`src/rtl/core/record_snapshot_stream_validator_assert.svh`:
```
// assertion macros for the snapshot stream validator
// no dependencies; included by modules that carry concurrent assertions
`ifndef RECORD_SNAPSHOT_STREAM_VALIDATOR_ASSERT_SVH
`define RECORD_SNAPSHOT_STREAM_VALIDATOR_ASSERT_SVH
`ifndef NO_ASSERTIONS
// property holds at every clock edge out of reset
`define RSSV_ASSERT_ALWAYS(lbl, clk, rst, prop) \
   lbl: assert property (@(posedge clk) disable iff (rst) (prop)) \
      else $error("rssv assertion failed");
// consequent holds in the cycle after the antecedent
`define RSSV_ASSERT_NEXT(lbl, clk, rst, ante, cons) \
   lbl: assert property (@(posedge clk) disable iff (rst) (ante) |=> (cons)) \
      else $error("rssv sequencing assertion failed");
`else
`define RSSV_ASSERT_ALWAYS(lbl, clk, rst, prop)
`define RSSV_ASSERT_NEXT(lbl, clk, rst, ante, cons)
`endif
`endif

```
`src/rtl/core/rssv_pkg.sv`:
```
// shared types and constants of the snapshot stream validator
// parse phases, register indexes, verdict codes, beat layout
// no dependencies
`timescale 1ns / 1ps
`default_nettype none

package rssv_pkg;

   localparam int DEF_OFFSET_BITS = 32;

   localparam int CSR_INDEX_W = 2;
   localparam logic [CSR_INDEX_W-1:0] CSR_FRAME_LENGTH     = 2'd0;
   localparam logic [CSR_INDEX_W-1:0] CSR_EXPECTED_MAGIC   = 2'd1;
   localparam logic [CSR_INDEX_W-1:0] CSR_EXPECTED_VERSION = 2'd2;

   localparam logic [31:0] RST_FRAME_LENGTH     = 32'd1;
   localparam logic [63:0] RST_EXPECTED_MAGIC   = 64'd5641112856461789522;
   localparam logic [31:0] RST_EXPECTED_VERSION = 32'd1;

   localparam logic [1:0] VERDICT_PENDING  = 2'd0;
   localparam logic [1:0] VERDICT_ACCEPTED = 2'd1;
   localparam logic [1:0] VERDICT_REJECTED = 2'd2;

   typedef enum logic [4:0] {
      PH_MAGIC    = 5'd0,
      PH_VERSION  = 5'd1,
      PH_COUNT    = 5'd2,
      PH_ROLE     = 5'd3,
      PH_PCOUNT   = 5'd4,
      PH_PTYPE    = 5'd5,
      PH_DLEN     = 5'd6,
      PH_DBYTE    = 5'd7,
      PH_NFLAG    = 5'd8,
      PH_NLEN     = 5'd9,
      PH_NBYTE    = 5'd10,
      PH_IFLAG    = 5'd11,
      PH_ILEN     = 5'd12,
      PH_IBYTE    = 5'd13,
      PH_ERRMARK  = 5'd14,
      PH_UFLAG    = 5'd15,
      PH_TOK0     = 5'd16,
      PH_TOK1     = 5'd17,
      PH_TOK2     = 5'd18,
      PH_TRAIL    = 5'd19,
      PH_AFTERERR = 5'd20
   } phase_type;

   // result beat payload, lowest field in the lowest bits
   typedef struct packed {
      logic [5:0]  pad;
      logic [1:0]  verdict;
      logic [31:0] part_index;
      logic [30:0] message_index;
      logic [63:0] field_value;
      logic        field_done;
      logic [7:0]  byte_echo;
   } rsp_data_type;

   typedef struct packed {
      logic [4:0]   field_kind;
      logic         frame_end;
      rsp_data_type data;
   } result_type;

   // bytes in each fixed-width field, zero for string byte phases
   function automatic logic [3:0] field_width(input phase_type ph);
      logic [3:0] w;
      unique case (ph)
         PH_MAGIC, PH_TOK0, PH_TOK1, PH_TOK2:              w = 4'd8;
         PH_VERSION, PH_COUNT, PH_PCOUNT,
         PH_DLEN, PH_NLEN, PH_ILEN:                        w = 4'd4;
         PH_ROLE, PH_PTYPE, PH_NFLAG, PH_IFLAG,
         PH_ERRMARK, PH_UFLAG:                             w = 4'd1;
         default:                                          w = 4'd0;
      endcase
      return w;
   endfunction

endpackage

`default_nettype wire

```
`src/rtl/core/record_snapshot_stream_validator.sv`:
```
// snapshot stream validator top level: byte parser, state and result skid buffer
// depends on rssv_pkg and record_snapshot_stream_validator_assert.svh
`timescale 1ns / 1ps
`default_nettype none
`include "record_snapshot_stream_validator_assert.svh"

// Checks a snapshot buffer streamed in one byte per req beat and gives one
// rsp beat per byte: the byte's field label (tuser), the byte itself, the
// finished little-endian value of a fixed-width field, the message and part
// indexes, and a verdict that is final on the beat with tlast set, which is
// the byte at offset frame_length-1. The header is an 8-byte magic, a 4-byte
// version and a 4-byte message count no larger than frame_length/2; each
// message holds a role byte, a part count, the parts and an optional usage
// block. Bytes beyond the end of the frame change nothing. The parse step is
// a single pass from the parser registers to the result register, so a beat
// can be accepted every cycle while the skid entry is empty. A two-entry
// output buffer keeps req_tready high while one finished result waits on
// rsp. The user writes registers through the csr channel only while no frame
// is in flight; the block does not check it. A new frame starts after reset.
module record_snapshot_stream_validator
   import rssv_pkg::*;
#(
   parameter int OFFSET_BITS = DEF_OFFSET_BITS
) (
   input  wire                    clock,
   input  wire                    reset,
   // config write channel
   input  wire                    csr_valid,
   output logic                   csr_ready,
   input  wire [CSR_INDEX_W-1:0]  csr_index,
   input  wire [63:0]             csr_wdata,
   // byte input
   input  wire                    req_tvalid,
   output logic                   req_tready,
   input  wire [7:0]              req_tdata,    // [7:0] data_byte
   // labelled byte output
   output logic                   rsp_tvalid,
   input  wire                    rsp_tready,
   // [7:0] byte_echo, [8] field_done, [72:9] field_value,
   // [103:73] message_index, [135:104] part_index, [137:136] verdict, zero pad
   output logic [143:0]           rsp_tdata,
   output logic [4:0]             rsp_tuser,    // [4:0] field_kind
   output logic                   rsp_tlast     // frame_end
);

   localparam int OFF_PAD = 33 - OFFSET_BITS;

   // config registers
   logic [31:0]            frame_length_ff;
   logic [63:0]            expected_magic_ff;
   logic [31:0]            expected_version_ff;

   // parser state
   phase_type              phase_ff, phase_in;
   logic [3:0]             bif_ff, bif_in;
   logic [63:0]            acc_ff, acc_in;
   logic [OFFSET_BITS-1:0] offset_ff, offset_in;
   logic [30:0]            msg_total_ff, msg_total_in;
   logic [30:0]            msg_done_ff, msg_done_in;
   logic [31:0]            parts_total_ff, parts_total_in;
   logic [31:0]            parts_done_ff, parts_done_in;
   logic [31:0]            str_left_ff, str_left_in;
   logic [1:0]             usage_idx_ff, usage_idx_in;
   logic                   rejected_ff, rejected_in;
   logic                   complete_ff, complete_in;
   logic                   frame_over_ff, frame_over_in;

   // output buffer
   result_type             out_ff, out_in;
   result_type             skid_ff, skid_in;
   logic                   rsp_valid_ff, rsp_valid_in;
   logic                   skid_valid_ff, skid_valid_in;

   // parse step helpers
   logic                   accept;
   logic [7:0]             b;
   logic [63:0]            acc_merged;
   logic [3:0]             bif_inc;
   logic                   fld_done;
   logic [31:0]            left_dec;
   logic [32:0]            offset33;
   logic [32:0]            frame33;
   logic [32:0]            used33;
   logic [32:0]            avail33;
   logic                   is_end;
   logic [30:0]            msg_done_inc;
   logic [31:0]            parts_done_inc;
   logic [2:0]             usage_next;
   logic                   ok_final;
   result_type             res;

   assign csr_ready  = 1'b1;
   assign req_tready = !skid_valid_ff;
   assign accept     = req_tvalid && req_tready;
   assign b          = req_tdata;

   assign rsp_tvalid = rsp_valid_ff;
   assign rsp_tdata  = out_ff.data;
   assign rsp_tuser  = out_ff.field_kind;
   assign rsp_tlast  = out_ff.frame_end;

   // config writes
   always_ff @(posedge clock) begin
      if (reset) begin
         frame_length_ff     <= RST_FRAME_LENGTH;
         expected_magic_ff   <= RST_EXPECTED_MAGIC;
         expected_version_ff <= RST_EXPECTED_VERSION;
      end else if (csr_valid && csr_ready) begin
         unique case (csr_index)
            CSR_FRAME_LENGTH:     frame_length_ff     <= csr_wdata[31:0];
            CSR_EXPECTED_MAGIC:   expected_magic_ff   <= csr_wdata;
            CSR_EXPECTED_VERSION: expected_version_ff <= csr_wdata[31:0];
            default: ;
         endcase
      end
   end

   // byte lands in the accumulator lane picked by its position in the field
   always_comb begin
      for (int i = 0; i < 8; i++) begin
         acc_merged[8*i +: 8] = (bif_ff[2:0] == 3'(i)) ? (acc_ff[8*i +: 8] | b)
                                                      : acc_ff[8*i +: 8];
      end
   end

   assign bif_inc        = bif_ff + 4'd1;
   assign fld_done       = bif_inc >= field_width(phase_ff);
   assign left_dec       = (str_left_ff != 32'd0) ? str_left_ff - 32'd1 : 32'd0;
   assign offset33       = {{OFF_PAD{1'b0}}, offset_ff};
   assign frame33        = {1'b0, frame_length_ff};
   assign used33         = offset33 + 33'd1;
   assign avail33        = (frame33 > used33) ? frame33 - used33 : 33'd0;
   assign is_end         = (frame_length_ff != 32'd0) && (offset33 == frame33 - 33'd1);
   assign msg_done_inc   = msg_done_ff + 31'd1;
   assign parts_done_inc = parts_done_ff + 32'd1;
   assign usage_next     = {1'b0, usage_idx_ff} + 3'd1;
   assign ok_final       = complete_ff && !rejected_ff;

   // one parse step per accepted byte
   always_comb begin
      phase_in       = phase_ff;
      bif_in         = bif_ff;
      acc_in         = acc_ff;
      offset_in      = offset_ff;
      msg_total_in   = msg_total_ff;
      msg_done_in    = msg_done_ff;
      parts_total_in = parts_total_ff;
      parts_done_in  = parts_done_ff;
      str_left_in    = str_left_ff;
      usage_idx_in   = usage_idx_ff;
      rejected_in    = rejected_ff;
      complete_in    = complete_ff;
      frame_over_in  = frame_over_ff;

      res                    = '0;
      res.data.byte_echo     = b;
      res.field_kind         = phase_ff;

      if (frame_over_ff) begin
         // past the end: label only, no state moves
         res.field_kind   = ok_final ? PH_TRAIL : PH_AFTERERR;
         res.data.verdict = ok_final ? VERDICT_ACCEPTED : VERDICT_REJECTED;
      end else begin
         if (phase_ff == PH_DBYTE || phase_ff == PH_NBYTE || phase_ff == PH_IBYTE) begin
            str_left_in = left_dec;
            if (left_dec == 32'd0) begin
               unique case (phase_ff)
                  PH_DBYTE: phase_in = PH_NFLAG;
                  PH_NBYTE: phase_in = PH_IFLAG;
                  default:  phase_in = PH_ERRMARK;
               endcase
            end
         end else if (phase_ff < PH_TRAIL) begin
            acc_in = acc_merged;
            bif_in = bif_inc;
            if (fld_done) begin
               res.data.field_done  = 1'b1;
               res.data.field_value = acc_merged;
               acc_in = '0;
               bif_in = '0;
               unique case (phase_ff)
                  PH_MAGIC: begin
                     if (acc_merged != expected_magic_ff) begin
                        rejected_in = 1'b1;
                        phase_in    = PH_AFTERERR;
                     end else begin
                        phase_in = PH_VERSION;
                     end
                  end
                  PH_VERSION: begin
                     if (acc_merged != {32'd0, expected_version_ff}) begin
                        rejected_in = 1'b1;
                        phase_in    = PH_AFTERERR;
                     end else begin
                        phase_in = PH_COUNT;
                     end
                  end
                  PH_COUNT: begin
                     // count above half the frame length cannot fit
                     if (acc_merged[31:0] > {1'b0, frame_length_ff[31:1]}) begin
                        rejected_in = 1'b1;
                        phase_in    = PH_AFTERERR;
                     end else begin
                        msg_total_in  = acc_merged[30:0];
                        msg_done_in   = '0;
                        parts_done_in = '0;
                        if (acc_merged[31:0] == 32'd0) begin
                           complete_in = 1'b1;
                           phase_in    = PH_TRAIL;
                        end else begin
                           phase_in = PH_ROLE;
                        end
                     end
                  end
                  PH_ROLE:  phase_in = PH_PCOUNT;
                  PH_PCOUNT: begin
                     parts_total_in = acc_merged[31:0];
                     parts_done_in  = '0;
                     phase_in = (acc_merged[31:0] == 32'd0) ? PH_UFLAG : PH_PTYPE;
                  end
                  PH_PTYPE: phase_in = PH_DLEN;
                  PH_DLEN, PH_NLEN, PH_ILEN: begin
                     // string must fit in what is left of the frame
                     if ({1'b0, acc_merged[31:0]} > avail33) begin
                        rejected_in = 1'b1;
                        phase_in    = PH_AFTERERR;
                     end else if (acc_merged[31:0] == 32'd0) begin
                        unique case (phase_ff)
                           PH_DLEN: phase_in = PH_NFLAG;
                           PH_NLEN: phase_in = PH_IFLAG;
                           default: phase_in = PH_ERRMARK;
                        endcase
                     end else begin
                        str_left_in = acc_merged[31:0];
                        unique case (phase_ff)
                           PH_DLEN: phase_in = PH_DBYTE;
                           PH_NLEN: phase_in = PH_NBYTE;
                           default: phase_in = PH_IBYTE;
                        endcase
                     end
                  end
                  PH_NFLAG: phase_in = (acc_merged[7:0] != 8'd0) ? PH_NLEN : PH_IFLAG;
                  PH_IFLAG: phase_in = (acc_merged[7:0] != 8'd0) ? PH_ILEN : PH_ERRMARK;
                  PH_ERRMARK: begin
                     parts_done_in = parts_done_inc;
                     phase_in = (parts_done_inc == parts_total_ff) ? PH_UFLAG : PH_PTYPE;
                  end
                  PH_UFLAG, PH_TOK0, PH_TOK1, PH_TOK2: begin
                     if (phase_ff == PH_UFLAG && acc_merged[7:0] != 8'd0) begin
                        usage_idx_in = '0;
                        phase_in     = PH_TOK0;
                     end else if (phase_ff != PH_UFLAG && usage_next < 3'd3) begin
                        usage_idx_in = usage_next[1:0];
                        phase_in     = (usage_next == 3'd1) ? PH_TOK1 : PH_TOK2;
                     end else begin
                        // message done: no usage block or last counter
                        if (phase_ff != PH_UFLAG) begin
                           usage_idx_in = '0;
                        end
                        msg_done_in   = msg_done_inc;
                        parts_done_in = '0;
                        if (msg_done_inc == msg_total_ff) begin
                           complete_in = 1'b1;
                           phase_in    = PH_TRAIL;
                        end else begin
                           phase_in = PH_ROLE;
                        end
                     end
                  end
                  default: ;
               endcase
            end
         end

         // end of frame: unfinished parse is a truncation
         if (is_end) begin
            res.frame_end = 1'b1;
            frame_over_in = 1'b1;
            if (!complete_in) begin
               rejected_in = 1'b1;
               phase_in    = PH_AFTERERR;
            end
         end

         if (offset_ff != {OFFSET_BITS{1'b1}}) begin
            offset_in = offset_ff + {{(OFFSET_BITS-1){1'b0}}, 1'b1};
         end

         priority if (is_end) begin
            res.data.verdict = (complete_in && !rejected_in) ? VERDICT_ACCEPTED
                                                             : VERDICT_REJECTED;
         end else if (rejected_in) begin
            res.data.verdict = VERDICT_REJECTED;
         end else if (complete_in) begin
            res.data.verdict = VERDICT_ACCEPTED;
         end else begin
            res.data.verdict = VERDICT_PENDING;
         end
      end

      res.data.message_index = msg_done_in;
      res.data.part_index    = parts_done_in;
   end

   // parser state registers
   always_ff @(posedge clock) begin
      if (reset) begin
         phase_ff       <= PH_MAGIC;
         bif_ff         <= '0;
         acc_ff         <= '0;
         offset_ff      <= '0;
         msg_total_ff   <= '0;
         msg_done_ff    <= '0;
         parts_total_ff <= '0;
         parts_done_ff  <= '0;
         str_left_ff    <= '0;
         usage_idx_ff   <= '0;
         rejected_ff    <= 1'b0;
         complete_ff    <= 1'b0;
         frame_over_ff  <= 1'b0;
      end else if (accept) begin
         phase_ff       <= phase_in;
         bif_ff         <= bif_in;
         acc_ff         <= acc_in;
         offset_ff      <= offset_in;
         msg_total_ff   <= msg_total_in;
         msg_done_ff    <= msg_done_in;
         parts_total_ff <= parts_total_in;
         parts_done_ff  <= parts_done_in;
         str_left_ff    <= str_left_in;
         usage_idx_ff   <= usage_idx_in;
         rejected_ff    <= rejected_in;
         complete_ff    <= complete_in;
         frame_over_ff  <= frame_over_in;
      end
   end

   // output register plus skid entry
   always_comb begin
      out_in        = out_ff;
      skid_in       = skid_ff;
      rsp_valid_in  = rsp_valid_ff;
      skid_valid_in = skid_valid_ff;
      if (rsp_valid_ff && rsp_tready) begin
         if (skid_valid_ff) begin
            out_in        = skid_ff;
            skid_valid_in = 1'b0;
         end else begin
            rsp_valid_in = 1'b0;
         end
      end
      if (accept) begin
         if (!rsp_valid_in) begin
            out_in       = res;
            rsp_valid_in = 1'b1;
         end else begin
            skid_in       = res;
            skid_valid_in = 1'b1;
         end
      end
   end

   always_ff @(posedge clock) begin
      if (reset) begin
         rsp_valid_ff  <= 1'b0;
         skid_valid_ff <= 1'b0;
      end else begin
         rsp_valid_ff  <= rsp_valid_in;
         skid_valid_ff <= skid_valid_in;
      end
   end

   always_ff @(posedge clock) begin
      out_ff  <= out_in;
      skid_ff <= skid_in;
   end

   // skid entry only fills behind a waiting result
   `RSSV_ASSERT_ALWAYS(a_skid_behind_out, clock, reset, !skid_valid_ff || rsp_valid_ff)
   // the error phase and the rejected flag move together
   `RSSV_ASSERT_ALWAYS(a_err_phase_flag, clock, reset, (phase_ff == PH_AFTERERR) == rejected_ff)
   // a frame is never both complete and rejected
   `RSSV_ASSERT_ALWAYS(a_verdict_excl, clock, reset, !(complete_ff && rejected_ff))
   // message progress never passes the header count
   `RSSV_ASSERT_ALWAYS(a_msg_bound, clock, reset, msg_done_ff <= msg_total_ff)
   // after the end byte the offset stays put
   `RSSV_ASSERT_NEXT(a_offset_frozen, clock, reset, frame_over_ff, $stable(offset_ff))

endmodule

`default_nettype wire

```
`config.mk`:
```
export PLATFORM = sky130hd
export DESIGN_NAME = record_snapshot_stream_validator
export DESIGN_NICKNAME = d
export VERILOG_FILES = /design/src/rtl/core/rssv_pkg.sv /design/src/rtl/core/record_snapshot_stream_validator.sv
export VERILOG_INCLUDE_DIRS = /design/src /design/src/rtl/core
export SDC_FILE = /design/constraint.sdc
export NUM_CORES = 2
export LEC_CHECK = 0
export BUFFER_PORTS_ARGS = -buffer_cell sky130_fd_sc_hd__buf_2
export CORE_ASPECT_RATIO = 1.5
export CORE_MARGIN = 2
export CORE_UTILIZATION = 30
export CTS_BUF_LIST = sky130_fd_sc_hd__clkbuf_16
export DETAILED_ROUTE_END_ITERATION = 6
export PLACE_DENSITY = 0.48
export SETUP_SLACK_MARGIN = 0.1
export SLEW_MARGIN = 20
export SYNTH_ARGS = -nofsm -noshare
export SYNTH_HDL_FRONTEND = slang
export SYNTH_SLANG_ARGS = --single-unit
```
`constraint.sdc`:
```
create_clock -name clock -period 10.4 [get_ports clock]
set_input_delay 1.04 -clock clock [delete_from_list [all_inputs] [get_ports clock]]
set_output_delay 1.04 -clock clock [all_outputs]
set_load 0.1 [all_outputs]
```
* After elaboration in Yosys (flattened, before gate mapping)
Memory sizes are Yosys's and may differ from the RTL's. A register that Yosys moved wholly into a read port is not among the register bits. Index checks and enable logic that the tools add are counted.
Word-level totals: bits in registers 692, memory bits (read-only) 96, input bits 79, output and inout port bits 153, logic and storage cells 245, memories 1
Operators by class: add/sub/neg operators 9, $lt $le $gt $ge 6, equality and inequality tests 37, mux-type cells 109, bitwise gates (word level) 11, reductions and logical operators 37
Memories:
- (no name shown) | words 32, width 3, rd ports 1, clocked after Yosys merged registers in 1, write ports 0, line rssv_pkg.sv:68 | unique case (ph)
Operator list (number):
- 150-bit 2-to-1 mux | 4
- 32-bit 2-to-1 mux | 14
- 65-bit 2-to-1 mux | 4
- 31-bit 2-to-1 mux | 7
- 32-bit case mux with 4 select lines | 1
- 5-bit 2-to-1 mux | 18
- 32-bit by 33-bit greater-than comparator with 1-bit output | 2
- 32-bit by 1-bit adder with 32-bit output, second input constant | 2
- 32-bit logical NOT | 2
- 64-bit 2-to-1 mux | 1
- 8-bit 2-to-1 mux | 8
- 64-bit by 32-bit != test with 1-bit output | 1
- 64-bit != test | 1
- 8-bit bitwise OR | 8
- 32-bit nonzero test | 2
- 31-bit case mux with 2 select lines | 1
- 5-bit case mux with 11 select lines | 1
- 5-bit by 4-bit == test with 1-bit output, second input constant | 8
- 32-bit by 1-bit adder with 33-bit output, second input constant | 1
- 32-bit by 33-bit == test with 1-bit output | 1
- 33-bit 2-to-1 mux | 1
- 32-bit by 1-bit subtractor with 33-bit output, second input constant | 1
- 32-bit by 33-bit subtractor with 33-bit output | 1
- 32-bit == test | 1
- 46 further kinds | 118

* Depth between registers and ports, before layout
word-level depth 20, gate-level depth with buffers 38

* Least setup slack after synthesis
Ideal clock, no wire load.
path type register to register, start point register skid_valid_ff, end point register skid_ff[0] in the netlist's numbering, enable pin, arrival 7541 ps, path slack 2209 ps, stages on the path, launching flop included 5, path buffers 1, clock period less this slack 8191 ps, cells stage by stage dfxtp_1 > inv_1 > nand2_1 > clkbuf_1 > nor2_1
Between the ends: cells in the longest elaborated chain, start to end 3
Ends and longest elaborated chain:
- start, declared | line record_snapshot_stream_validator.sv:72 | logic skid_valid_ff, skid_valid_in;
- start signal, assigned | line record_snapshot_stream_validator.sv:369 | skid_valid_ff <= skid_valid_in;
- 1-bit logical NOT | line record_snapshot_stream_validator.sv:93 | assign req_tready = !skid_valid_ff;
- named net req_tready | line record_snapshot_stream_validator.sv:34 | output logic req_tready,
- 1-bit logical AND | line record_snapshot_stream_validator.sv:94 | assign accept = req_tvalid && req_tready;
- 2-bit AND reduction (no source line)
- end signal, assigned | line record_snapshot_stream_validator.sv:375 | skid_ff <= skid_in;
- end, declared | line record_snapshot_stream_validator.sv:70 | result_type skid_ff, skid_in;
The timed path passes the listed nets, and every way through them passes these cells. A chain may end at the register's enable or synchronous reset.

==> key figures <==
Critical path
  – Critical Path AT: 9020 ps
  – WS Path Type: flop to flop
  – Startpoint Class: flop
  – CP bufs+invs: 3
  – Crit path largest cell delay: around 520 ps
  – Critical-path maximum fanout: 30
  – Slowest CP cell: dfxtp_1
  – CP delay by family, top: simple AND/OR/NAND/NOR gates
  – Worst EP required: 10990 ps
  – CP endpoint kind: flop

Timing
  – Fin crit period: 8430 ps
  – Slew @ Worst Pin: about 1100 ps
  – Setup tns final: 0 ps
  – RSZ-0062 raised after global routing: no
  – Final setup vio count: 0
  – Skew final: 68.1 ps
  – FMAX: approximately 120 MHz
  – Period utilization: 81.1%
  – Final hold vios: 0
  – Normalized max-slew margin: 25.8%
  – Final slew viol count: 0

Place
  – GPL Wtd Cong: 0.908
  – I/O Buffers: 230
  – Final HPWL DP: 102000 microns

Power and ir drop
  – Combinational cell fraction of total power: 29.1%
  – PwrDens: roughly 190 nW/um^2
  – Peak VDD IR: 0.124 mV
  – Psw: 3.18 mW
  – Leakage: 17.4 nW
  – Pwr Total: 8.10 mW
  – Clk network pwr share: 32.8%
  – Internal power: around 4.9 mW
  – Flop pwr share: around two fifths
  – Net Sw Frac: between 30% and 40%

CTS
  – Post-CTS Resized: 0
  – Sink Count: 695
  – Root Driver: clkbuf_16
  – Hold-fix buffers at CTS: 0
  – CTS max path bufs: 3
  – H-tree depth: 3
  – Setup bufs post-CTS: 0
  – Num CTS Buffers: 76
  – Clk_lat worst skew: 720 ps
  – CTS tree: built
  – Clk slew on worst S/H paths: about 70 ps

Logic synthesis
  – Syn_area_per_cell: ~8.2 sq um
  – Sequential share of the synthesized area: 40.5%
  – Warnings, synthesis: 0
  – Ys flop type: dfxtp_1
  – Post-Syn Area: approximately 38000 sq um
  – Cells after synthesis: 4619
  – Cell variety after synth: 102
  – Syn_nets: 4812
  – EDFF count, synth: 144
  – FF+latch count, synth: 695
  – Share of flip-flops with an asynchronous set or reset: 0%

Global route
  – Vias in the first global route: roughly 32000
  – Met2 Use GR: 38.0%
  – Antenna violations before repair: 6
  – GR Overflow Total: 0
  – Largest net degree at the start of global routing: 96
  – First-pass GRT wire length: 211000 microns
  – GRT Util Overall: 21.5%
  – Met1 usage: 25.8%
  – Met3 Resource Use GR: 3.12%
  – Most Crowded Layer GR: met2

Finish
  – Most frequent cells in the layout: nor2_1, dfxtp_1, a21oi_1
  – P&R area growth vs syn: 13.2%
  – Layout cells sized above 1: 10.8%
  – Commonest non-fill, non-tap cell in the layout: nor2_1
  – Layout fillers: ~13000
  – Fin nets: 4868

Floorplanning
  – Die Area: between 100000 and 150000 sq um
  – Die Ht: 439 microns
  – Top-Level Pins: 232
  – Core box area: 125000 sq um
  – Num rows: 159
  – Starting density of the core: 30.2%
  – Die extent in x: 294 microns

Drt
  – DRC: 0
  – DRT Wirelength: 143000 microns
  – Post-route antenna net violation count: 0
  – Total iterations of the first detailed-routing run: 5
  – DR WL/cell: around 23 microns
  – Vias post-DR: 33900
  – Drt initial violations: 2519
  – Via-to-Cell Ratio: 5.34

Outcome
  – Status: finished clean

Min path
  – Hold WC Path Type: flop to flop

Flow run
  – Max-cap violations: 0
## registers in the layout, indices dropped and copies added (netlist names), 2 cells and up, named ones only
| register | flops |
|---|---|
| str_left_ff | 32 |
| skid_ff | 144 |
| offset_ff | 32 |
| acc_ff | 64 |
| expected_magic_ff | 64 |
| expected_version_ff | 32 |
| phase_ff | 5 |
| msg_total_ff | 31 |
| rsp_tdata | 144 |
| frame_length_ff | 32 |
| bif_ff | 4 |
| msg_done_ff | 31 |
| parts_total_ff | 32 |
| rsp_tuser | 5 |
| usage_idx_ff | 2 |
| parts_done_ff | 32 |
## metrics by stage
step,hold WS [ps],area [sq um],cells,util [%],setup WS (ps)
3_3_place_gp,451,40500,6207,32.3,2170
3_5_place_dp,459,40500,6207,32.3,1970
2_1_floorplan,437,37900,4619,-,2210
6_report,466,42900,6351,34.2,1970
5_1_grt,484,42900,6349,34.2,1200
4_1_cts,467,42900,6348,34.2,1950
## final timing paths
path,slack (ps),startpoint,to,cells after the start
min,470,expected_magic_ff[9],expected_magic_ff[9],2
max,1970,offset_ff[6],flop,34
max reg2reg,1970,offset_ff[6],flop,34
min reg2reg,470,expected_magic_ff[9],expected_magic_ff[9],2
## kinds of logic (layout without fill, tap and decap cells)
kind of cell | count (synthesis) | count (layout) | share of synthesized area [%]
mux | 158 | 158 | 4.17
xor+xnor | 318 | 318 | 7.35
other cells | 1 | 4 | 0.00990
fa+ha+maj | 116 | 116 | 3.84
buf+inv | 471 | 590 | 4.85
flops | 695 | 695 | 40.5
compound gates | 1037 | 1037 | 16.9
simple gates | 1823 | 1823 | 22.3
## cell type report
type,instances,area [sq um],area share (%)
clock buffer,76,1900,4.44
antenna,3,7.51,0.0175
clock inverter,65,494,1.15
multi-input combinational,3453,20800,48.5
timing repair buffer,317,1810,4.23
sequential,695,15400,35.8
tap,1610,2010,4.70
inverter,132,495,1.16
## Yosys cell counts (10+ instances only)
| cell | instances | area share [%] |
|---|---|---|
| nand2b_1 | 23 | 0.38 |
| dfxtp_1 | 551 | 29 |
| o21ai_0 | 151 | 2.0 |
| a21oi_1 | 462 | 6.1 |
| o31ai_1 | 38 | 0.75 |
| a31oi_1 | 58 | 0.96 |
| nand3b_1 | 10 | 0.20 |
| a211oi_1 | 94 | 1.9 |
| o32ai_1 | 10 | 0.23 |
| nor4_1 | 66 | 1.1 |
| or3_1 | 42 | 0.69 |
| o22ai_1 | 20 | 0.33 |
| and4_1 | 15 | 0.35 |
| and3_1 | 49 | 0.81 |
| clkbuf_1 | 270 | 2.7 |
| nor2_1 | 661 | 6.5 |
| buf_1 | 29 | 0.29 |
| nor2b_1 | 23 | 0.38 |
| ha_1 | 113 | 3.7 |
| nand4_1 | 95 | 1.6 |
| a21o_1 | 34 | 0.67 |
| nor3_1 | 165 | 2.2 |
| xor2_1 | 159 | 3.7 |
| nand2_1 | 456 | 4.5 |
| xnor2_1 | 159 | 3.7 |
| edfxtp_1 | 144 | 11 |
| inv_1 | 129 | 1.3 |
| mux2i_1 | 158 | 4.2 |
| or2_2 | 17 | 0.28 |
| and2_1 | 14 | 0.23 |
| o211ai_1 | 21 | 0.42 |
| nand3_1 | 124 | 1.6 |
| or4_1 | 20 | 0.40 |
| buf_2 | 34 | 0.45 |
| a21oi_2 | 18 | 0.42 |
## power by group through the flow
stage	clock network [mW]	logic [mW]	registers, mW
finish	2.66	2.36	3.08
detailed placement	0	2.36	3.15
floorplan	0	1.04	3.79
global placement	0	2.35	3.14
CTS	2.75	2.36	3.09
global route	2.83	2.52	3.11
## worst min-delay path: stages (launching register included)
cell,delay [ps]
dfxtp_1,320
nand2_1,50
a21oi_1,50
## metal layers
| metal | routed length (microns) | up-vias |
|---|---|---|
| met4 | 5980 | 8 |
| met3 | 6590 | 237 |
| met5 | 43 | - |
| met2 | 71200 | 856 |
| li1 | - | 16400 |
| met1 | 59200 | 16400 |
No activity file was read; power rests on OpenSTA's default activity.
